**src/hw/rtl/blm_pkg.sv**
```systemverilog
package blm_pkg;

  localparam int ROW_COUNT   = 8;
  localparam int COL_COUNT   = 8;
  localparam int QUEUE_DEPTH = 2;

  localparam logic [2:0] ACT_SCAN     = 3'd0;
  localparam logic [2:0] ACT_SET_PIN  = 3'd1;
  localparam logic [2:0] ACT_SET_ROW  = 3'd2;
  localparam logic [2:0] ACT_DRAIN    = 3'd3;
  localparam logic [2:0] ACT_READ_PIN = 3'd4;

  localparam logic CFG_RELOAD   = 1'b0;
  localparam logic CFG_REVERSED = 1'b1;

  localparam logic [7:0] RELOAD_RESET = 8'd10;

  typedef enum logic [2:0] {
    CMD_NOP,
    CMD_SCAN,
    CMD_SET_PIN,
    CMD_SET_ROW,
    CMD_DRAIN,
    CMD_READ_PIN
  } cmd_kind_t;

  typedef struct packed {
    cmd_kind_t  kind;
    logic [7:0] sample;
    logic [2:0] row;
    logic [2:0] col;
    logic       led_bit;
    logic [7:0] row_value;
    logic       in_range;
  } cmd_t;

  typedef enum logic {
    BK_IDLE,
    BK_DRAIN
  } back_state_t;

  function automatic logic [7:0] reverse8(input logic [7:0] v);
    logic [7:0] r;
    for (int i = 0; i < COL_COUNT; i++) begin
      r[COL_COUNT - 1 - i] = v[i];
    end
    return r;
  endfunction

  function automatic logic [2:0] map_col(input logic rev, input logic [2:0] row,
                                         input logic [2:0] col);
    if (rev && row[2]) begin
      return 3'd7 - col;
    end
    return col;
  endfunction

endpackage

```
**src/hw/rtl/blm_front.sv**
```systemverilog
module blm_front
  import blm_pkg::*;
(
  input  logic       item_valid,
  output logic       item_stall,
  input  logic [2:0] action,
  input  logic [7:0] column_sample,
  input  logic [5:0] led_index,
  input  logic       led_value,
  input  logic [2:0] row_index,
  input  logic [7:0] row_value,
  input  logic       reversed,
  input  logic       queue_full,
  output logic       push,
  output cmd_t       cmd
);

  logic [2:0] pin_row;

  assign pin_row = led_index[5:3];

  always_comb begin
    cmd           = '0;
    cmd.kind      = CMD_NOP;
    cmd.sample    = column_sample;
    cmd.led_bit   = led_value;
    cmd.row_value = row_value;
    unique case (action)
      ACT_SCAN: begin
        cmd.kind = CMD_SCAN;
      end
      ACT_SET_PIN, ACT_READ_PIN: begin
        cmd.kind     = (action == ACT_SET_PIN) ? CMD_SET_PIN : CMD_READ_PIN;
        cmd.row      = pin_row;
        cmd.col      = map_col(reversed, pin_row, led_index[2:0]);
        cmd.in_range = ({1'b0, pin_row} < 4'(ROW_COUNT));
      end
      ACT_SET_ROW: begin
        cmd.kind      = CMD_SET_ROW;
        cmd.row       = row_index;
        cmd.in_range  = ({1'b0, row_index} < 4'(ROW_COUNT));
        cmd.row_value = (reversed && row_index[2]) ? reverse8(row_value) : row_value;
      end
      ACT_DRAIN: begin
        cmd.kind = CMD_DRAIN;
      end
      default: begin
        cmd.kind = CMD_NOP;
      end
    endcase
  end

  assign item_stall = queue_full;
  assign push       = item_valid && !queue_full && (cmd.kind != CMD_NOP);

endmodule

```
**src/hw/rtl/blm_queue.sv**
```systemverilog
module blm_queue
  import blm_pkg::*;
(
  input  logic clk,
  input  logic rst,
  input  logic push,
  input  cmd_t push_cmd,
  input  logic pop,
  output logic full,
  output logic head_valid,
  output cmd_t head_cmd
);

  localparam int PTR_W   = (QUEUE_DEPTH > 1) ? $clog2(QUEUE_DEPTH) : 1;
  localparam int COUNT_W = $clog2(QUEUE_DEPTH + 1);

  cmd_t               entries [QUEUE_DEPTH];
  logic [PTR_W-1:0]   wr_ptr;
  logic [PTR_W-1:0]   rd_ptr;
  logic [COUNT_W-1:0] count;
  logic               do_pop;

  assign full       = (count == COUNT_W'(QUEUE_DEPTH));
  assign head_valid = (count != '0);
  assign head_cmd   = entries[rd_ptr];
  assign do_pop     = pop && head_valid;

  always_ff @(posedge clk) begin
    if (push) begin
      entries[wr_ptr] <= push_cmd;
    end
  end

  always_ff @(posedge clk) begin
    if (rst) begin
      wr_ptr <= '0;
      rd_ptr <= '0;
      count  <= '0;
    end else begin
      if (push) begin
        wr_ptr <= (wr_ptr == PTR_W'(QUEUE_DEPTH - 1)) ? '0 : wr_ptr + 1'b1;
      end
      if (do_pop) begin
        rd_ptr <= (rd_ptr == PTR_W'(QUEUE_DEPTH - 1)) ? '0 : rd_ptr + 1'b1;
      end
      if (push && !do_pop) begin
        count <= count + 1'b1;
      end else if (do_pop && !push) begin
        count <= count - 1'b1;
      end
    end
  end

endmodule

```
**src/hw/rtl/blm_back.sv**
```systemverilog
module blm_back
  import blm_pkg::*;
(
  input  logic       clk,
  input  logic       rst,
  input  logic       cmd_valid,
  input  cmd_t       cmd,
  output logic       pop,
  input  logic [7:0] reload,
  input  logic       reversed,
  output logic       result_valid,
  input  logic       result_stall,
  output logic [7:0] row_select,
  output logic [7:0] led_columns,
  output logic       event_valid,
  output logic [5:0] button_index,
  output logic       button_level,
  output logic       read_data,
  output logic       last
);

  localparam logic [2:0] ROW_LAST = 3'(ROW_COUNT - 1);

  back_state_t state;
  back_state_t state_next;

  logic [2:0] current_row;
  logic [2:0] drain_row;
  logic [7:0] debounce_count;
  logic [7:0] button_levels   [ROW_COUNT];
  logic [7:0] pending_changes [ROW_COUNT];
  logic [7:0] led_store       [ROW_COUNT];

  logic       out_free;
  logic [3:0] row_inc;
  logic [2:0] scan_row;
  logic [2:0] lvl_row;
  logic [7:0] lvl_byte;
  logic [7:0] pend_byte;
  logic [2:0] led_row;
  logic [7:0] led_byte;
  logic [7:0] changed;
  logic [7:0] count_dec;
  logic [2:0] pin;
  logic [7:0] pend_rest;
  logic       later_pending;
  logic       drain_step;
  logic       emit_event;
  logic       event_last;

  assign out_free = !result_valid || !result_stall;
  assign row_inc  = {1'b0, current_row} + 4'd1;
  assign scan_row = (row_inc >= 4'(ROW_COUNT)) ? 3'd0 : row_inc[2:0];
  assign lvl_row  = (state == BK_DRAIN) ? drain_row : scan_row;
  assign lvl_byte  = button_levels[lvl_row];
  assign pend_byte = pending_changes[lvl_row];
  assign led_row   = (cmd.kind == CMD_SCAN) ? scan_row : cmd.row;
  assign led_byte  = led_store[led_row];
  assign changed   = cmd.sample ^ lvl_byte;
  assign count_dec = (debounce_count != 8'd0) ? debounce_count - 8'd1 : 8'd0;

  always_comb begin
    pin = 3'd0;
    for (int i = COL_COUNT - 1; i >= 0; i--) begin
      if (pend_byte[i]) begin
        pin = 3'(i);
      end
    end
  end

  always_comb begin
    later_pending = 1'b0;
    for (int r = 0; r < ROW_COUNT; r++) begin
      if ((r > int'(drain_row)) && (pending_changes[r] != 8'd0)) begin
        later_pending = 1'b1;
      end
    end
  end

  assign pend_rest  = pend_byte & ~(8'd1 << pin);
  assign event_last = (pend_rest == 8'd0) && !later_pending;

  always_comb begin
    state_next = state;
    pop        = 1'b0;
    drain_step = 1'b0;
    emit_event = 1'b0;
    unique case (state)
      BK_IDLE: begin
        if (cmd_valid && out_free) begin
          pop = 1'b1;
          if (cmd.kind == CMD_DRAIN) begin
            state_next = BK_DRAIN;
          end
        end
      end
      BK_DRAIN: begin
        if (out_free) begin
          if (pend_byte == 8'd0) begin
            drain_step = 1'b1;
            if (drain_row == ROW_LAST) begin
              state_next = BK_IDLE;
            end
          end else begin
            emit_event = 1'b1;
            if (event_last) begin
              state_next = BK_IDLE;
            end
          end
        end
      end
      default: begin
        state_next = BK_IDLE;
      end
    endcase
  end

  always_ff @(posedge clk) begin
    if (rst) begin
      state <= BK_IDLE;
    end else begin
      state <= state_next;
    end
  end

  always_ff @(posedge clk) begin
    if (rst) begin
      result_valid   <= 1'b0;
      current_row    <= 3'd0;
      drain_row      <= 3'd0;
      debounce_count <= 8'd0;
      for (int r = 0; r < ROW_COUNT; r++) begin
        button_levels[r]   <= 8'hff;
        pending_changes[r] <= 8'd0;
        led_store[r]       <= 8'd0;
      end
    end else begin
      if (result_valid && !result_stall) begin
        result_valid <= 1'b0;
      end
      if (pop) begin
        case (cmd.kind)
          CMD_SCAN: begin
            current_row  <= scan_row;
            result_valid <= 1'b1;
            row_select   <= 8'd1 << scan_row;
            led_columns  <= led_byte;
            event_valid  <= 1'b0;
            button_index <= 6'd0;
            button_level <= 1'b0;
            read_data    <= 1'b0;
            last         <= 1'b1;
            if (count_dec == 8'd0) begin
              pending_changes[scan_row] <= pend_byte | changed;
              button_levels[scan_row]   <= cmd.sample;
              debounce_count            <= (changed != 8'd0) ? reload : 8'd0;
            end else begin
              debounce_count <= count_dec;
            end
          end
          CMD_SET_PIN: begin
            if (cmd.in_range) begin
              led_store[cmd.row][cmd.col] <= cmd.led_bit;
            end
          end
          CMD_SET_ROW: begin
            if (cmd.in_range) begin
              led_store[cmd.row] <= cmd.row_value;
            end
          end
          CMD_DRAIN: begin
            drain_row <= 3'd0;
          end
          CMD_READ_PIN: begin
            result_valid <= 1'b1;
            row_select   <= 8'd0;
            led_columns  <= 8'd0;
            event_valid  <= 1'b0;
            button_index <= 6'd0;
            button_level <= 1'b0;
            read_data    <= cmd.in_range & led_byte[cmd.col];
            last         <= 1'b1;
          end
          default: begin
          end
        endcase
      end
      if (drain_step) begin
        drain_row <= drain_row + 3'd1;
      end
      if (emit_event) begin
        pending_changes[drain_row][pin] <= 1'b0;
        result_valid <= 1'b1;
        row_select   <= 8'd0;
        led_columns  <= 8'd0;
        event_valid  <= 1'b1;
        button_index <= {drain_row, map_col(reversed, drain_row, pin)};
        button_level <= lvl_byte[pin];
        read_data    <= 1'b0;
        last         <= event_last;
      end
    end
  end

endmodule

```
**src/hw/rtl/button_led_matrix_scanner.sv**
```systemverilog
// Scanner for an 8x8 button and LED matrix with a shared debounce counter.
// Requests come in on the item channel (item_valid, item_stall) and are
// buffered in a two-entry queue; item_stall is high only while that queue is
// full. Results leave on the result channel (result_valid, result_stall)
// from an output register, which holds its contents while result_stall is
// high; requests are still taken into the queue until it fills.
// A scan tick or an LED read gives its registered result in the cycle after
// the request is taken from the queue; an accepted request is first written
// into a queue entry. LED writes give no result. While the result channel is
// not stalled the back end takes one such request per cycle.
// A drain, once started, gives one event per pending button, row by row, and
// steps past each row that has none left; it ends on its last event or after
// the last row, and no other request is taken from the queue until it ends.
// The configuration channel (cfg_valid, cfg_ready, cfg_index, cfg_data) is
// always ready and should be written only while the block is idle.
// Reset clears the queue, selects row zero, sets all button levels high,
// clears pending changes and LEDs, and loads the default configuration.
module button_led_matrix_scanner
  import blm_pkg::*;
(
  input  logic       clk,
  input  logic       rst,
  input  logic       cfg_valid,
  output logic       cfg_ready,
  input  logic       cfg_index,
  input  logic [7:0] cfg_data,
  input  logic       item_valid,
  output logic       item_stall,
  input  logic [2:0] action,
  input  logic [7:0] column_sample,
  input  logic [5:0] led_index,
  input  logic       led_value,
  input  logic [2:0] row_index,
  input  logic [7:0] row_value,
  output logic       result_valid,
  input  logic       result_stall,
  output logic [7:0] row_select,
  output logic [7:0] led_columns,
  output logic       event_valid,
  output logic [5:0] button_index,
  output logic       button_level,
  output logic       read_data,
  output logic       last
);

  logic [7:0] debounce_reload;
  logic       right_half_reversed;
  logic       push;
  logic       pop;
  logic       queue_full;
  logic       head_valid;
  cmd_t       push_cmd;
  cmd_t       head_cmd;

  assign cfg_ready = 1'b1;

  always_ff @(posedge clk) begin
    if (rst) begin
      debounce_reload     <= RELOAD_RESET;
      right_half_reversed <= 1'b0;
    end else if (cfg_valid) begin
      unique case (cfg_index)
        CFG_RELOAD:   debounce_reload     <= cfg_data;
        CFG_REVERSED: right_half_reversed <= cfg_data[0];
      endcase
    end
  end

  blm_front u_front (
    .item_valid    (item_valid),
    .item_stall    (item_stall),
    .action        (action),
    .column_sample (column_sample),
    .led_index     (led_index),
    .led_value     (led_value),
    .row_index     (row_index),
    .row_value     (row_value),
    .reversed      (right_half_reversed),
    .queue_full    (queue_full),
    .push          (push),
    .cmd           (push_cmd)
  );

  blm_queue u_queue (
    .clk        (clk),
    .rst        (rst),
    .push       (push),
    .push_cmd   (push_cmd),
    .pop        (pop),
    .full       (queue_full),
    .head_valid (head_valid),
    .head_cmd   (head_cmd)
  );

  blm_back u_back (
    .clk          (clk),
    .rst          (rst),
    .cmd_valid    (head_valid),
    .cmd          (head_cmd),
    .pop          (pop),
    .reload       (debounce_reload),
    .reversed     (right_half_reversed),
    .result_valid (result_valid),
    .result_stall (result_stall),
    .row_select   (row_select),
    .led_columns  (led_columns),
    .event_valid  (event_valid),
    .button_index (button_index),
    .button_level (button_level),
    .read_data    (read_data),
    .last         (last)
  );

  a_row_onehot: assert property (@(posedge clk) disable iff (rst)
    result_valid |-> $onehot0(row_select))
    else $error("row select is not one-hot");

  a_event_clean: assert property (@(posedge clk) disable iff (rst)
    result_valid && event_valid |-> (row_select == 8'd0) && (led_columns == 8'd0) && !read_data)
    else $error("event result carries scan or read data");

  a_single_last: assert property (@(posedge clk) disable iff (rst)
    result_valid && !event_valid |-> last)
    else $error("scan or read result is not marked last");

  a_no_pop_empty: assert property (@(posedge clk) disable iff (rst)
    pop |-> head_valid)
    else $error("queue popped while empty");

endmodule

```
**config.mk**
```make
export PLATFORM = sky130hd
export DESIGN_NAME = button_led_matrix_scanner
export DESIGN_NICKNAME = d
export VERILOG_FILES = /design/src/hw/rtl/blm_pkg.sv /design/src/hw/rtl/blm_front.sv /design/src/hw/rtl/blm_queue.sv /design/src/hw/rtl/blm_back.sv /design/src/hw/rtl/button_led_matrix_scanner.sv
export SDC_FILE = /design/constraint.sdc
export NUM_CORES = 1
export LEC_CHECK = 0
export ABC_AREA = 0
export BUFFER_PORTS_ARGS = -buffer_cell sky130_fd_sc_hd__buf_4
export CORE_MARGIN = 4
export CORE_UTILIZATION = 50
export DETAILED_ROUTE_END_ITERATION = 16
export GPL_ROUTABILITY_DRIVEN = 0
export PLACE_DENSITY = 0.67
export SYNTH_ARGS = -nofsm -noshare
export SYNTH_HDL_FRONTEND = slang
export SYNTH_SLANG_ARGS = --single-unit
```
**constraint.sdc**
```tcl
create_clock -name clk -period 4.93 [get_ports clk]
set_input_delay 1.2325 -clock clk [delete_from_list [all_inputs] [get_ports clk]]
set_output_delay 1.2325 -clock clk [all_outputs]
set_load 0.01 [all_outputs]
```
==> run summary, run 1 <==
Total CTS buffers: 35
Slowest stage delay, CP: 640 ps
Required time of the worst setup path: 5150 ps
Final Cell Area: 0.0181 mm2
Crit path max-delay family: compound AO/OA/AOI/OAI gates
Syn_area_per_cell: 10.7 um2
TNS Setup: 0 ps
DRC Markers: 0
Clock Tree Buf Depth: 3
Sw Pwr: 2950 uW
Initial core utilization: 0.505
# Post-CTS Setup Buffers: 0
Peak VDD IR: 285 uV
Syn Std Cell Area: 0.0159 mm2
Most used DFF post-synth: edfxtp_1
R2R depth: 13
Flop pwr share: 0.370
Reg-to-reg critical path endpoint: u_back.button_level$_SDFFCE_PP0P_
Cell Int Power: 5390 uW
Footprint of the multi-input gates: 0.00664 mm2
#FFs+latches synth: 302
Worst Path Buf+Inv: 2
DRT Wirelength: 43,400 um
Hold-fix buffers at CTS: 0
Hold Crit Class: register to register
Global-route wire length before repair: 67,600 um
Setup CP Type: register to register
Drt pass-1 iters: 8
Slew of the pin with the lowest slew margin: 982 ps
Yosys Warn Count: 0
Starting DRT DRC Count: 1,323
Via count: 12,100
Final cell count without fillers: 1,992
Clock Power Share: 0.296
PD cells: 461 mW/mm2
Die area: 0.0347 mm2
Crit end category: register
Routed wire per std cell: 21.8 um
Final hold violations: 0
Pleak: 0.00639 uW
CTS sink count: 302
Share of layout cells above drive strength 1: 0.168
CP Cell Sequence: buf_4 > ha_1 > nand2b_4 > o211ai_2 > nand2_2 > buf_4 > a311o_1 > a221oi_2 > o221ai_2 > a21oi_2 > mux2i_1 > a21oi_1 > o32ai_1
Hold path cells: 2
Unrepaired setup endpoints after global routing: no
Vias in the first global route: 12,100
Final worst slack: 375 ps
Filler cells: 2,642
Clk root buf: clkbuf_16
R2r setup slk: 380 ps
Slew margin rel.: 0.341
Vias per cell: 6.07
Remaining Overflow, GRT: 0
Worst EP arrival: 4770 ps
CTS tree: done
Hold Path Sink: debounce_reload[0]$_SDFFE_PP0P_
Maxcap violations: 0
Post-synthesis sequential area ratio: 0.552
Max-slew violation count: 0
Commonest non-fill, non-tap cell in the layout: edfxtp_1
Post-synth EDFFs: 272
HPWL after detailed placement: 30,400 um
Net Sw Frac: 0.353
Yosys cell types: 78
Clock slew seen by the registers of the worst setup and hold paths: 60 ps
Area delta synth->final: 13.7%
Dpl ws: 580 ps
IO buf count: 70
Hold Worst Slack: 462 ps
HP Start: debounce_reload[0]$_SDFFE_PP0P_
Fin crit share: 0.924
GRT Overall Usage: 0.250
Reg-to-reg startpoint: u_back.current_row[0]$_SDFFE_PP0P_
Setup Skew: 26.0 ps
CP most frequent cell: buf_4
Commonest non-fill, non-tap cells in the layout: edfxtp_1 (272), nor2_1 (251), nand2_1 (200)
Overall die height: 186 um
Die Wd: 186 um
Inst Count DP: 1,928
IO Pins: 72
Slowest cell on the critical path: o32ai_1
Final nets: 1,617
Worst setup SP type: register
Cells after Synth: 1,481
Largest net degree at the start of global routing: 80
Standard-cell row count: 65
N_diodes: 0
Initial antenna violation count: 0
Setup violators final: 0
Crit path time final: 4550 ps
Outcome: finished clean
Syn nets: 1,535
Core ar.: 0.0315 mm2
H-tree Lvls: 2
CTS resizes: 0
Clock Latency Late Sink: 530 ps
Highest clock rate: 220 MHz
Async S/R FF share, synth: 0
Post-DP Area: 0.0170 mm2
Antenna-violating nets left: 0
Area occupied by registers: 0.00877 mm2
Logic gate share of total power: 0.334
Worst-path maximum fanout: 31
-- metrics by stage --
| stage | utilization | total power (uW) |
|---|---|---|
| floorplan | - | 4970 |
| global placement | 0.540 | 5840 |
| detailed placement | 0.540 | 5870 |
| CTS | 0.574 | 8340 |
| global route | 0.574 | 8690 |
| finish | 0.574 | 8340 |
-- power by group through the flow --
stage	clock network [uW]	logic (uW)	registers, uW
5_1_grt	2610	2980	3100
4_1_cts	2500	2750	3090
2_1_floorplan	0	1850	3110
6_report	2470	2780	3090
3_5_place_dp	0	2730	3140
3_3_place_gp	0	2710	3130
-- sequential cells by signal (all words and copies together), names as in the netlist, 2 cells and up, named ones only --
register and flops:
debounce_reload 8, u_back.button_index 6, u_back.button_levels 64, u_back.current_row 3
u_back.debounce_count 8, u_back.drain_row 3, u_back.led_columns 8, u_back.led_store 64
u_back.pending_changes 64, u_back.row_select 8, u_queue.count 2, u_queue.entries 54
-- cell usage after synthesis, types with 11 or more instances --
cell / n / share of area
nand2_1: 200 / 0.047
nand3_1: 51 / 0.016
dfxtp_1: 30 / 0.038
xor2_1: 13 / 0.0072
or2_2: 12 / 0.0047
mux4_2: 16 / 0.023
nor3_1: 17 / 0.0054
o21bai_1: 81 / 0.038
nand2b_1: 11 / 0.0043
edfxtp_1: 272 / 0.51
buf_2: 28 / 0.0088
nor2b_1: 16 / 0.0063
o21ai_1: 19 / 0.0060
inv_1: 25 / 0.0059
and3_1: 27 / 0.011
ha_1: 11 / 0.0087
a21oi_1: 33 / 0.010
mux2_2: 22 / 0.016
a211oi_1: 22 / 0.010
clkbuf_1: 42 / 0.0099
a21o_1: 31 / 0.015
o21ai_0: 21 / 0.0066
nor2_1: 253 / 0.060
mux2i_1: 75 / 0.047
-- layout make-up --
type / instances / share of cell area
clock buffers: 42 / 0.0523
clock inverters: 22 / 0.00817
inverters: 26 / 0.00540
multi-input cells: 1068 / 0.367
flip-flops and latches: 302 / 0.485
well taps: 402 / 0.0278
repair buffers: 130 / 0.0540
-- worst max-delay path by stage --
stage                                       start  slack [ps]  cells after the start                                   to
2_1_floorplan  u_back.current_row[0]$_SDFFE_PP0P_        1160                     12  u_back.led_columns[0]$_SDFFCE_PP0P_
3_3_place_gp   u_back.current_row[0]$_SDFFE_PP0P_         670                     13    u_back.button_level$_SDFFCE_PP0P_
3_5_place_dp   u_back.current_row[1]$_SDFFE_PP0P_         580                     12    u_back.button_level$_SDFFCE_PP0P_
4_1_cts        u_back.current_row[1]$_SDFFE_PP0P_         500                     12    u_back.button_level$_SDFFCE_PP0P_
5_1_grt        u_back.current_row[1]$_SDFFE_PP0P_         260                     12    u_back.button_level$_SDFFCE_PP0P_
6_report       u_back.current_row[0]$_SDFFE_PP0P_         380                     13    u_back.button_level$_SDFFCE_PP0P_
-- worst min-delay path, delay by kind of cell, from the launching register on --
family / cells / cell delay (ps)
AO/OA/AOI/OAI: 1 / 50
flip-flops: 1 / 310
AND/OR/NAND/NOR: 1 / 50
-- routing by layer --
metal,up-vias,wire [um],global-route usage
met5,-,0,0
met4,0,1860,0.101
met3,139,3060,0.0440
met2,503,21000,0.421
met1,5880,17500,0.321
li1,5576,-,-
-- kinds of logic (layout without fill, tap and decap cells) --
logic type,Yosys count,count (layout),share of synthesized area
adders and majority gates,11,11,0.00866
other,1,1,0.000236
AOI/OAI and AO/OA,289,289,0.132
muxes,113,113,0.0855
and+or+nand+nor,631,631,0.177
DFF,302,302,0.552
xor gates and xnor gates,23,23,0.0127
buffers and inverters,111,220,0.0320
(Power assumes the default switching activity.)
==> run 2: changes to the inputs <==
Settings changed: RECOVER_POWER set to 25.
==> run 2 against run 1 <==
- the flow now finishes with violations (max-capacitance violations, max-slew violations)
- sequential share of layout area grew 0.35 points
- cell area shrank 0.72%
- final cell count is the same
- register-to-register slack worse by 20 ps
- via count increased by 0.55%
- hold slack got worse by 0.57 ps
- power is 0.33% lower
- die area did not move
- critical path type unchanged
- combinational power is essentially flat
- flip-flop and latch count did not move
- largest cell class unchanged
==> run summary, run 2 (synthesized netlist as in run 1, its figures left out) <==
PD cells: 463 mW/mm2
Setup violators final: 0
# Post-CTS Setup Buffers: 0
Cell Int Power: 5370 uW
Dpl ws: 580 ps
Final hold violations: 0
DRC Markers: 0
CTS tree: done
Area delta synth->final: 12.9%
Standard-cell row count: 65
TNS Setup: 0 ps
Hold path cells: 2
Global-route wire length before repair: 67,600 um
R2r setup slk: 350 ps
N_diodes: 0
Crit end category: register
Die area: 0.0347 mm2
Clock slew seen by the registers of the worst setup and hold paths: 60 ps
Routed wire per std cell: 21.8 um
Die Wd: 186 um
Starting DRT DRC Count: 1,283
Failing checks: max-capacitance violations, max-slew violations
Clock Tree Buf Depth: 3
Overall die height: 186 um
R2R depth: 12
IO buf count: 70
GRT Overall Usage: 0.250
DRT Wirelength: 43,400 um
IO Pins: 72
Share of layout cells above drive strength 1: 0.145
Crit path time final: 4580 ps
Reg-to-reg startpoint: u_back.current_row[1]$_SDFFE_PP0P_
Initial antenna violation count: 0
Antenna-violating nets left: 0
Clock Power Share: 0.297
Slew of the pin with the lowest slew margin: 1790 ps
Clk root buf: clkbuf_16
H-tree Lvls: 2
Total CTS buffers: 35
CTS resizes: 0
Core ar.: 0.0315 mm2
Via count: 12,200
Commonest non-fill, non-tap cells in the layout: edfxtp_1 (272), nor2_1 (251), nand2_1 (200)
HPWL after detailed placement: 30,400 um
CTS sink count: 302
Final Cell Area: 0.0179 mm2
Biggest regs: u_back.button_levels (64), u_back.led_store (64), u_back.pending_changes (64)
Post-DP Area: 0.0170 mm2
Initial core utilization: 0.505
Peak VDD IR: 284 uV
Logic gate share of total power: 0.332
Net Sw Frac: 0.354
Commonest non-fill, non-tap cell in the layout: edfxtp_1
Clock Latency Late Sink: 520 ps
Hold Crit Class: register to register
Outcome: complete, but fails checks
Pleak: 0.00626 uW
Vias per cell: 6.11
Hold Path Sink: debounce_reload[0]$_SDFFE_PP0P_
Final worst slack: 350 ps
Highest clock rate: 218 MHz
Worst-path maximum fanout: 19
Required time of the worst setup path: 5140 ps
Filler cells: 2,687
Max-slew violation count: 94
Unrepaired setup endpoints after global routing: no
Drt pass-1 iters: 6
Remaining Overflow, GRT: 0
Worst EP arrival: 4790 ps
Maxcap violations: 3
Setup Skew: 23.0 ps
Final nets: 1,617
Vias in the first global route: 12,100
Sw Pwr: 2940 uW
Setup CP Type: register to register
Flop pwr share: 0.372
Hold-fix buffers at CTS: 0
Reg-to-reg critical path endpoint: u_back.button_level$_SDFFCE_PP0P_
Slew margin rel.: -0.194
Worst setup SP type: register
HP Start: debounce_reload[0]$_SDFFE_PP0P_
Largest net degree at the start of global routing: 80
Fin crit share: 0.929
-- run 2: cell types whose count changed in the layout (fill, tap and decap cells not counted), sizes merged --
cell / change
buf: -42
clkbuf: +42
-- run 2: final cells by class --
class	instances	area (um2)	share of cell area
flip-flops and latches	302	8770	0.489
inverters	26	97.6	0.00544
well taps	402	503	0.0280
clock inverters	22	148	0.00823
multi-input cells	1068	6640	0.370
repair buffers	130	846	0.0471
clock buffers	42	945	0.0526
-- run 2: through the flow --
stage | cells | total power [uW] | hold slack (ps) | utilization
floorplan | 1481 | 4970 | 437 | -
global placement | 1928 | 5840 | 451 | 0.540
detailed placement | 1928 | 5870 | 454 | 0.540
CTS | 1992 | 8340 | 462 | 0.574
global route | 1992 | 8660 | 479 | 0.570
finish | 1992 | 8310 | 461 | 0.570
-- run 2: worst max-delay path, cell delays in order (launching register included) --
cell	delay [ps]
dfxtp_1	430
inv_1	100
ha_1	420
buf_4	190
mux2_2	470
a211oi_1	110
a311o_1	380
a221oi_2	310
o221ai_2	300
a21oi_2	500
mux2i_1	240
a21oi_1	130
o32ai_1	660
-- run 2: worst max-delay path by stage --
stage	startpoint	to	slack, ps	cells after the start
final	u_back.current_row[1]$_SDFFE_PP0P_	u_back.button_level$_SDFFCE_PP0P_	350	12
after global routing	rst	u_back.button_levels[5][4]$_SDFFCE_PN1P_	200	4
after floorplan	u_back.current_row[0]$_SDFFE_PP0P_	u_back.led_columns[0]$_SDFFCE_PP0P_	1160	12
after detailed placement	u_back.current_row[1]$_SDFFE_PP0P_	u_back.button_level$_SDFFCE_PP0P_	580	12
after global placement	u_back.current_row[0]$_SDFFE_PP0P_	u_back.button_level$_SDFFCE_PP0P_	670	13
after CTS	u_back.current_row[1]$_SDFFE_PP0P_	u_back.button_level$_SDFFCE_PP0P_	500	12
-- run 2: metal layers --
metal	vias up	share of wire	global-route usage
li1	5571	-	-
met1	5925	0.40	0.321
met2	520	0.48	0.421
met3	149	0.070	0.0440
met4	0	0.044	0.101
met5	-	0	0
-- run 2: power groups by stage --
stage | Combinational, uW | Clock, uW | Sequential, uW
2_1_floorplan | 1850 | 0 | 3110
3_3_place_gp | 2710 | 0 | 3130
3_5_place_dp | 2730 | 0 | 3140
4_1_cts | 2750 | 2500 | 3090
5_1_grt | 2950 | 2610 | 3100
6_report | 2760 | 2470 | 3090
